## src/rtl/ksns_ram.sv

```systemverilog
module ksns_ram #(
    parameter int DEPTH = 200,
    parameter int AW    = 8
) (
    input  logic          clk,
    input  logic          wr_en,
    input  logic [AW-1:0] wr_addr,
    input  logic [15:0]   wr_data,
    input  logic          rd_en,
    input  logic [AW-1:0] rd_addr,
    output logic [15:0]   rd_data
);

    logic [15:0] mem [DEPTH];

    // Write one entry
    always_ff @(posedge clk)
    begin
        if (wr_en)
        begin
            mem[wr_addr] <= wr_data;
        end
    end

    // Read one entry into the output register
    always_ff @(posedge clk)
    begin
        if (rd_en)
        begin
            rd_data <= mem[rd_addr];
        end
    end

endmodule

```

## config.mk

```make
export PLATFORM = sky130hd
export DESIGN_NAME = ksns_ram
export DESIGN_NICKNAME = d
export VERILOG_FILES = /design/src/rtl/ksns_ram.sv
export SDC_FILE = /design/constraint.sdc
export NUM_CORES = 2
export LEC_CHECK = 0
export BUFFER_PORTS_ARGS = -buffer_cell sky130_fd_sc_hd__buf_2
export CAP_MARGIN = 20
export CORE_MARGIN = 4
export CORE_UTILIZATION = 25
export CTS_CLUSTER_DIAMETER = 120
export DETAILED_ROUTE_END_ITERATION = 8
export PLACE_DENSITY = 0.43
export REMOVE_ABC_BUFFERS = 1
export SKIP_LAST_GASP = 1
export SLEW_MARGIN = 10
export SYNTH_ARGS = -nofsm -noshare
export SYNTH_HDL_FRONTEND = slang
export SYNTH_SLANG_ARGS = --single-unit
```

## constraint.sdc

```tcl
create_clock -name clk -period 4.25 [get_ports clk]
set_input_delay 1.275 -clock clk [delete_from_list [all_inputs] [get_ports clk]]
set_output_delay 1.275 -clock clk [all_outputs]
set_load 0.03 [all_outputs]
```

==> out/qor.csv <==
metric;value;unit
antenna_left;0;
status;finished clean;
hpwl;245000;um
fillerInstances;47100;
grt_pass1_vias;62300;
grt_max_degree;99;
synth-main-ff-cell;edfxtp_1;
peakVddDrop;0.000304;V
placed_area;138000;um^2
setup.worst_path.class;in -> reg;
max-cap-violations;0;
cts.sinks;3216;
num_rows;257;
finalHoldViolCount;0;
yosysWarnings;0;
period_minus_slack;4050;ps
cts_buffers;342;
die_y;711;um
startpoint;rd_addr[0];
final_common_cell;edfxtp_1;
arrival;4760;ps
regArea;96600;um^2
period_share;95.3;%
synth_seq_cells;3216;
clockBufferDepth;4;
worstSetupStartpointType;primary input;
wirelength;396000;um
vias_per_cell;4.68;
crit_fanout;16;
setup_viol;0;
worstSetupEndpointType;flop;
port_buffers;50;
crit_family;buffers and inverters;
cpPeakStageDelay;590;ps
total_power;68.5;mW
syn_area;124000;um^2
final_nets;6132;
clock-root-buffer;clkbuf_16;
overflow;0;
relSlewSlack;19.0;%
start_util;25.2;%
grt_antenna_before_repair;55;
cp_data_required_time;4960;ps
min_from;wr_data[9];
coreArea;491000;um^2
finalWorstSetupSlack;201;ps
path_clk_slew;60;ps
gr-usage-all-layers;15.3;%
synth_area_per_cell;23.4;um^2
dr.pass1.iters;5;
cts_hold_buf;0;
dieWidth;711;um
grt_pass1_wl;542000;um
dr_total_vias;60200;
critPathMostFrequentCell;buf_12;
clock_skew;58.9;ps
first_iter_violations;6602;
cp_slowest_cell;nor4_2;
worst-path-buf-inv;5;
netlist_instances;5270;
post_route_cells_drive_above_1_share;36.7;%
tns;0;ps
synth-async-reset-ratio;0;%
ys_types;59;
r2r_start;mem[8][12]$_DFFE_PP_;
ios;51;
maxSlewViolCount;0;
multi_input_area;25700;um^2
insertion_delay;980;ps
place_congestion;0.779;
crit_chain;buf_12 > buf_12 > buf_12 > buf_4 > mux4_2 > mux2_2 > o211ai_1 > o31ai_1 > nor4_2 > buf_4 > o32ai_1;
fin_area;149000;um^2
rsz0062_at_grt;no;
dieArea;505000;um^2
p_leak;46.0;nW
drc;0;
min_path_type;in -> reg;
yosysSeqAreaShare;78.2;%
final_cell_mix;3216 x edfxtp_1, 880 x mux4_2, 608 x buf_4;
power_density;460;nW/um^2
wl_per_cell;30.8;um
synth-edff-count;3216;
area_growth_syn_to_layout;20.5;%
cts_tree;yes;
tightest_slew;1210;ps
fmax;0.247;GHz
place_ws;-1100;ps
cts_max_level;5;
## worst reg2reg max path, stage by stage, from the launching register on
cell and delay (ps):
edfxtp_1 360, mux4_2 460, a22o_1 270, a221oi_1 300, buf_4 180, o22ai_1 220
nor4_1 400, buf_4 160, nor3_1 80, buf_4 190, or3_1 350
## metal layers
metal | part of all wire, % | wire, um | track usage, % | vias to the layer above
li1 | - | - | - | 24300
met3 | 5.8 | 22800 | 2.53 | 408
met5 | 0.026 | 101 | 0 | -
met1 | 44 | 175000 | 21.4 | 33500
met4 | 2.4 | 9550 | 3.75 | 14
met2 | 48 | 189000 | 24.9 | 1912
## where the power goes
part           switching (mW)  internal (mW)
registers              0.0812           35.0
clock network            12.7           17.0
logic                    2.34           1.46
total                    15.1           53.4
## path summary, 6_finish.rpt
check                                to  slack (ps)  depth (start not counted)
setup reg to reg  rd_data[12]$_DFFE_PP_        1010                         10
hold / removal      mem[3][9]$_DFFE_PP_         680                          1
hold reg to reg   rd_data[13]$_DFFE_PP_         850                          3
setup / recovery   rd_data[4]$_DFFE_PP_         200                         11
## synthesized netlist by cell type (3+ instances only)
cell | count | area (um^2)
o22ai_1 | 43 | 269
a2111oi_0 | 4 | 35.0
nor4_1 | 15 | 93.8
clkbuf_1 | 93 | 349
nand4_1 | 3 | 18.8
nand2_1 | 84 | 315
nor3_1 | 27 | 135
or3_1 | 5 | 31.3
a221oi_1 | 23 | 201
buf_4 | 51 | 383
nand2b_1 | 14 | 87.6
nor2_1 | 235 | 882
mux2_2 | 13 | 146
o21ai_0 | 21 | 105
a22o_1 | 28 | 245
buf_1 | 19 | 71.3
o211ai_1 | 6 | 45.0
nand3_1 | 15 | 75.1
a32oi_1 | 3 | 26.3
o221ai_1 | 4 | 35.0
a211oi_1 | 50 | 375
mux2i_1 | 95 | 951
nor3b_1 | 4 | 30.0
inv_1 | 5 | 18.8
buf_2 | 83 | 415
a21oi_1 | 29 | 145
o22a_1 | 3 | 26.3
a22oi_1 | 39 | 293
edfxtp_1 | 3216 | 96600
buf_6 | 46 | 518
and2_1 | 20 | 125
a311oi_1 | 9 | 78.8
or2_2 | 5 | 31.3
mux4_2 | 880 | 19800
o32ai_1 | 3 | 26.3
nor2b_1 | 40 | 250
a31oi_1 | 9 | 56.3
## cell type report
class,count,area share [%]
multi-input combinational,1752,17.3
antenna,21,0.0353
inverter,5,0.0143
timing repair buffer,780,4.98
clock buffer,422,6.01
clock inverter,196,1.36
tap,6475,5.44
sequential,3216,64.9
## cells by family (layout without fill, tap and decap cells)
family          Yosys count  in the layout  share of synthesized area [%]
flops                  3216           3216                           78.2
mux                     988            988                           16.9
other cells               0             21                              0
simple gates            472            472                           1.71
buf+inv                 302           1403                           1.47
compound gates          292            292                           1.72
## per-stage QoR
stage                     hold slack (ps)  util [%]  cells
after floorplan                       742         -   4973
after global placement                826      28.1  12200
after detailed placement              836      28.1  12200
after CTS                             625      30.3  12800
after global routing                  671      30.3  12800
final                                 681      30.3  12900
## registers in the layout, indices dropped and copies added, names as in the netlist
name     cells
mem       3200
rd_data     16
## timing repair
item / in CTS / in global routing
gates resized for setup: 1 / 0
setup endpoints to repair: 1 / 0
buffers inserted: 0 / 0
hold endpoints to repair: 0 / 0
Power figures use the tool's default switching activity.
