==> config.mk <==
export PLATFORM = sky130hd
export DESIGN_NAME = ksns_mul
export DESIGN_NICKNAME = d
export VERILOG_FILES = /design/src/rtl/ksns_pkg.sv /design/src/rtl/ksns_mul.sv
export SDC_FILE = /design/constraint.sdc
export NUM_CORES = 1
export LEC_CHECK = 0
export ABC_AREA = 1
export CAP_MARGIN = 0
export CORE_MARGIN = 2
export CORE_UTILIZATION = 65
export DETAILED_ROUTE_END_ITERATION = 10
export DONT_BUFFER_PORTS = 1
export PLACE_DENSITY = 0.87
export SLEW_MARGIN = 15
export SYNTH_ARGS = -nofsm -noshare
export SYNTH_HDL_FRONTEND = slang
export SYNTH_SLANG_ARGS = --single-unit
==> constraint.sdc <==
create_clock -name vclk -period 20.5
set_clock_uncertainty 0.05 [all_clocks]
set_input_delay 1.025 -clock vclk [all_inputs]
set_output_delay 1.025 -clock vclk [all_outputs]
set_load 0.01 [all_outputs]
==> src/rtl/ksns_pkg.sv <==
package ksns_pkg;

    // Noise generator step and table fill values
    localparam logic [31:0] NOISE_MULT = 32'd1103515245;
    localparam logic [15:0] FILL_BASE  = 16'h4000;

    // Register reset values
    localparam logic [31:0] SEED_RESET = 32'd44100;
    localparam logic [15:0] GAIN_RESET = 16'd32768;

    // Output sample limits
    localparam logic [14:0] SAMPLE_MAX = 15'h3fff;
    localparam logic [14:0] SAMPLE_MIN = 15'h4000;

    // Configuration register indexes
    localparam logic REG_NOISE_SEED = 1'b0;
    localparam logic REG_OUT_GAIN   = 1'b1;

    // Sequencer states
    typedef enum logic [5:0] {
        S_IDLE  = 6'b000001,
        S_FILL  = 6'b000010,
        S_RD0   = 6'b000100,
        S_RD1   = 6'b001000,
        S_AVG   = 6'b010000,
        S_SCALE = 6'b100000
    } state_t;

    // Operations of the shared multiplier
    typedef enum logic [1:0] {
        MUL_NOISE = 2'b01,
        MUL_GAIN  = 2'b10
    } mul_op_t;

    typedef struct packed {
        mul_op_t            op;
        logic [31:0]        noise;
        logic signed [16:0] y;
        logic [15:0]        gain;
    } mul_req_t;

endpackage

==> src/rtl/ksns_mul.sv <==
module ksns_mul (
    input  ksns_pkg::mul_req_t req,
    output logic [31:0]        prod
);

    logic [31:0] op_a;
    logic [31:0] op_b;

    // Select operands: generator step or gain scaling
    always_comb
    begin
        case (req.op)
            ksns_pkg::MUL_NOISE:
            begin
                op_a = req.noise;
                op_b = ksns_pkg::NOISE_MULT;
            end
            ksns_pkg::MUL_GAIN:
            begin
                op_a = {{15{req.y[16]}}, req.y};
                op_b = {16'd0, req.gain};
            end
            default:
            begin
                op_a = '0;
                op_b = '0;
            end
        endcase
    end

    // Keep the low word; the gain product fits in 32 bits, the generator step wraps
    assign prod = op_a * op_b;

endmodule

==> results of run 1 <==
## stage by stage
step           hold slack [ps]  std cells  total power, uW  area, sq um  setup slack (ps)
6_report                  2393       2028            330.3        14480              9711
5_1_grt                   2458       2028            361.8        14480              9316
4_1_cts                   2397       2027            326.5        14480              9882
3_5_place_dp              2395       2027            325.4        14480              9875
3_3_place_gp              2404       2027            317.9        14480              9871
2_1_floorplan             2365       1794            236.2        14340             11630
## layer usage
| metal | GRT usage | wire length [microns] | vias to the layer above |
|---|---|---|---|
| li1 | - | - | 5176 |
| met1 | 0.4978 | 16460 | 5895 |
| met2 | 0.6195 | 19820 | 754 |
| met3 | 0.07338 | 4500 | 143 |
| met4 | 0.1384 | 2057 | 0 |
| met5 | 0 | 0 | - |
## cells by family after synthesis
kind of cell	synth area share
compound gates	0.03873
xor+xnor	0.02198
fa+ha+maj	0.6042
buf+inv	0.1265
simple gates	0.2087
## layout by cell type (no fill, tap or decap), types with 2 or more instances in the layout
| master | n |
|---|---|
| a21o_1 | 4 |
| a21oi_1 | 33 |
| a21oi_2 | 3 |
| a22o_1 | 12 |
| a31oi_1 | 3 |
| buf_4 | 5 |
| clkinv_1 | 2 |
| fa_1 | 346 |
| ha_1 | 139 |
| inv_1 | 399 |
| inv_2 | 14 |
| nand2_1 | 372 |
| nand2_2 | 23 |
| nand2_4 | 7 |
| nand3_1 | 47 |
| nand3_2 | 4 |
| nand3b_1 | 4 |
| nand4_1 | 10 |
| nor2_1 | 241 |
| nor2_2 | 5 |
| nor3_1 | 3 |
| o21ai_0 | 15 |
| o21ai_2 | 2 |
| o21bai_1 | 5 |
| xnor2_1 | 15 |
| xor2_1 | 21 |
## tightest hold or removal path, delay by kind of cell
kind                     cells  cell delay, ps
adder cells (fa/ha/maj)      1             170
AO/OA/AOI/OAI                1             120
AND/OR/NAND/NOR              1              50
buffers and inverters        1              50
## layout make-up
| cell class | count | area, sq um | area share |
|---|---|---|---|
| Tap cell | 280 | 350.3 | 0.02420 |
| Antenna cell | 1 | 2.502 | 0.0001728 |
| Multi-Input combinational cell | 1327 | 12530 | 0.8654 |
| Inverter | 415 | 1558 | 0.1076 |
| Timing Repair Buffer | 5 | 37.54 | 0.002593 |
## worst min path at each step
| stage | startpoint | endpoint | depth (start not counted) |
|---|---|---|---|
| finish | req[33] | prod[1] | 4 |
| global route | req[33] | prod[1] | 4 |
| CTS | req[33] | prod[1] | 4 |
| detailed placement | req[33] | prod[1] | 4 |
| global placement | req[33] | prod[1] | 4 |
| floorplan | req[33] | prod[1] | 4 |
## power breakdown
part           total (uW)  internal (uW)  switching [uW]   leakage (uW)
Sequential              0              0               0              0
Combinational         330            109             222        0.00807
Clock          0.00000654     0.00000654               0  0.00000000634
==> flow_summary.toml, run 1 <==
[timing]
grt_setup_unrepaired = "no"
setup_tns_ps = 0
worstMarginPinSlew_ps = 1092
hold_viol = 0
max_freq_mhz = 92.69
setup_viol = 0
min_period_ps = 10790
drv_slew = 0
slew_headroom = 0.2711
fin_crit_sh = 0.5263

[power_and_ir_drop]
p_leak_uw = 0.008072
p_per_area_nw_per_um2 = 22.81
vdd_drop_max_mv = 0.02259

[yosys]
netlist.area_leader.share = 0.4829
synth_area_leaders = "fa_1 48%, ha_1 12%, inv_1 10%"
synth_common_cells = "399 x inv_1, 372 x nand2_1, 346 x fa_1, 241 x nor2_1, 139 x ha_1"
synth_seq_area_share = 0
ys_warn_count = 0
synth.net_count = 2346
synth_cells = 1794
synth.cell_area_sq_um = 14340
synth_top_area_cell = "fa_1"
yosysMostFrequentCell = "inv_1"
avgSynthCellArea_sq_um = 7.995
yosysUniqueCellTypes = 44

[detailed_routing]
drtPass1Iterations = 5
num_vias = 11970
drt_iter0_markers = 1005
drc_errors = 0
wl_microns = 42840
drtAntennaViolNets = 0
wl_per_cell_microns = 21.12
avgViaCountPerCell = 5.901

[worst_setup_path]
cp.arrival_ps = 9710
cpMaxStageDelayCell = "inv_2"
cp.depth = 27
worst_path_most_repeated_cell = "fa_1"
critPathTopFamily = "adder cells"
critPathCaptureType = "output port"
required_ps = 19430
cp_max_fo = 49
cp_num_buf_inv = 6
critPathLaunch = "req[65]"
crit_path_max_incr_delay_ps = 850
start_kind = "input port"
crit_end = "prod[28]"
critPathKind = "input port to output port"

[die]
initial_utilization = 0.6593
io_pins = 99
coreArea_sq_um = 21760
dieArea_sq_um = 23270
row_count = 54
die_y_microns = 152.6
chipWidth_microns = 152.6

[grt]
grt_max_degree = 50
grt_pass1_wl_microns = 67970
grt_pass1_vias = 12870
overflow = 0
gr-usage-all-layers = 0.3749
antenna_found_initial = 1

[layout]
fill_cells = 1911
design.seq.count = 0
area_growth_pct = 0.9331
final_util = 0.6655
drive_gt1_frac = 0.03892
seq_area_sq_um = 0
nClkBuffers = 0
fin_nets = 2301

[placement]
globalplace.congestion = 1.022
dp_hpwl_microns = 36800
io_buffers = 0

[flow_run]
drv_cap = 0

[min_path]
hold_class = "input port to output port"

[outcome]
outcome = "finished, final reports clean"

[cts]
cts_setup_buffers = 0
post_cts_resize_count = 0
ctsHoldBuffers = 0
(Power assumes the default switching activity.)
==> run 2: changes to the inputs <==
Clock period 20.5 ns to 11.2 ns, I/O delays scaled along.
==> flow_summary.toml, run 2 (synthesized netlist as in run 1, its figures left out) <==
[outcome]
outcome = "finished, final reports clean"

[power_and_ir_drop]
swShare = 0.6699
p_sw_uw = 404.8
pwr-share-comb = 1.000
vdd_drop_max_mv = 0.04824
p_leak_uw = 0.008076
pwr-share-seq = 0
internal_power_uw = 199.4
p_per_area_nw_per_um2 = 41.72
clockPowerShare = 0

[timing]
setup_tns_ps = 0
fin_crit_sh = 0.8686
slew_headroom = 0.2397
drv_slew = 0
hold_viol = 0
worstMarginPinSlew_ps = 1139
grt_setup_unrepaired = "no"
setup_viol = 0
max_freq_mhz = 102.8
min_period_ps = 9728

[die]
io_pins = 99
die_y_microns = 152.6
chipWidth_microns = 152.6
coreArea_sq_um = 21760
row_count = 54
initial_utilization = 0.6593
dieArea_sq_um = 23270

[grt]
met3_usage = 0.06200
gr-usage-all-layers = 0.3609
met1_usage = 0.4762
grt_pass1_wl_microns = 65430
grt.met2_usage = 0.5950
grt_busiest_layer = "met2"
antenna_found_initial = 0
grt_max_degree = 50
grt_pass1_vias = 12480
overflow = 0

[worst_setup_path]
crit_end = "prod[31]"
cp_max_fo = 49
required_ps = 10590
critPathLaunch = "req[65]"
cp.arrival_ps = 9120
start_kind = "input port"
cpMaxStageDelayCell = "inv_2"
crit_path_max_incr_delay_ps = 860
critPathCaptureType = "output port"
critPathKind = "input port to output port"

[layout]
layout_commonest_cell = "inv_1"
nClkBuffers = 0
fill_cells = 1817
multi_input_area_sq_um = 12530
mostFrequentLayoutCells = "399 x inv_1, 372 x nand2_1, 346 x fa_1"
fin_nets = 2302
final_util = 0.6657
drive_gt1_frac = 0.03947
diodes = 0
seq_area_sq_um = 0
design.seq.count = 0
area_growth_pct = 0.9680

[detailed_routing]
drc_errors = 0
wl_microns = 41660
wl_per_cell_microns = 20.54
drtAntennaViolNets = 0
drt_iter0_markers = 1035
avgViaCountPerCell = 5.911
num_vias = 11990
drtPass1Iterations = 6

[min_path]
hold_class = "input port to output port"

[placement]
io_buffers = 0
dp_hpwl_microns = 35790
globalplace.congestion = 1.003

[cts]
ctsHoldBuffers = 0
cts_setup_buffers = 0
post_cts_resize_count = 0

[flow_run]
drv_cap = 0
-- run 2: power by group through the flow --
stage               sequential (uW)  combinational [uW]  clock [uW]
floorplan                         0                 432           0
global placement                  0                 574           0
detailed placement                0                 593           0
CTS                               0                 596           0
global route                      0                 660           0
finish                            0                 604           0
-- run 2: critical path: cells and delay by family --
kind	cells	cell delay [ps]
fa+ha+maj	10	4850
simple gates	11	1950
buf+inv	9	1730
-- run 2: metrics by stage --
step / power, uW / instances / hold slack (ps) / setup slack, ps / area [sq um]
after global placement: 574.0 / 2028 / 1477 / 1777 / 14480
final: 604.3 / 2028 / 1472 / 1472 / 14480
after global routing: 659.7 / 2028 / 1498 / 1232 / 14480
after floorplan: 432.3 / 1794 / 1435 / 3255 / 14340
after detailed placement: 593.0 / 2028 / 1477 / 1716 / 14480
after CTS: 595.7 / 2028 / 1474 / 1677 / 14480
-- run 2: routing by layer --
layer  routed length [microns]  part of all wire  vias up
met5                         0                 0        -
met4                      2128             0.051        0
met1                     15660              0.38     5949
met2                     19420              0.47      716
li1                          -                 -     5180
met3                      4439              0.11      142
-- run 2: layout make-up --
cell class / instances / area share
Multi-Input combinational cell: 1327 / 0.8651
Timing Repair Buffer: 6 / 0.003110
Tap cell: 280 / 0.02419
Inverter: 415 / 0.1076
-- run 2: worst min path at each step --
stage / from / endpoint / slack [ps] / depth (start not counted)
6_report: req[33] / prod[1] / 1470 / 4
5_1_grt: req[33] / prod[1] / 1500 / 4
4_1_cts: req[33] / prod[1] / 1470 / 4
3_5_place_dp: req[33] / prod[1] / 1480 / 4
3_3_place_gp: req[33] / prod[1] / 1480 / 4
2_1_floorplan: req[33] / prod[1] / 1430 / 4
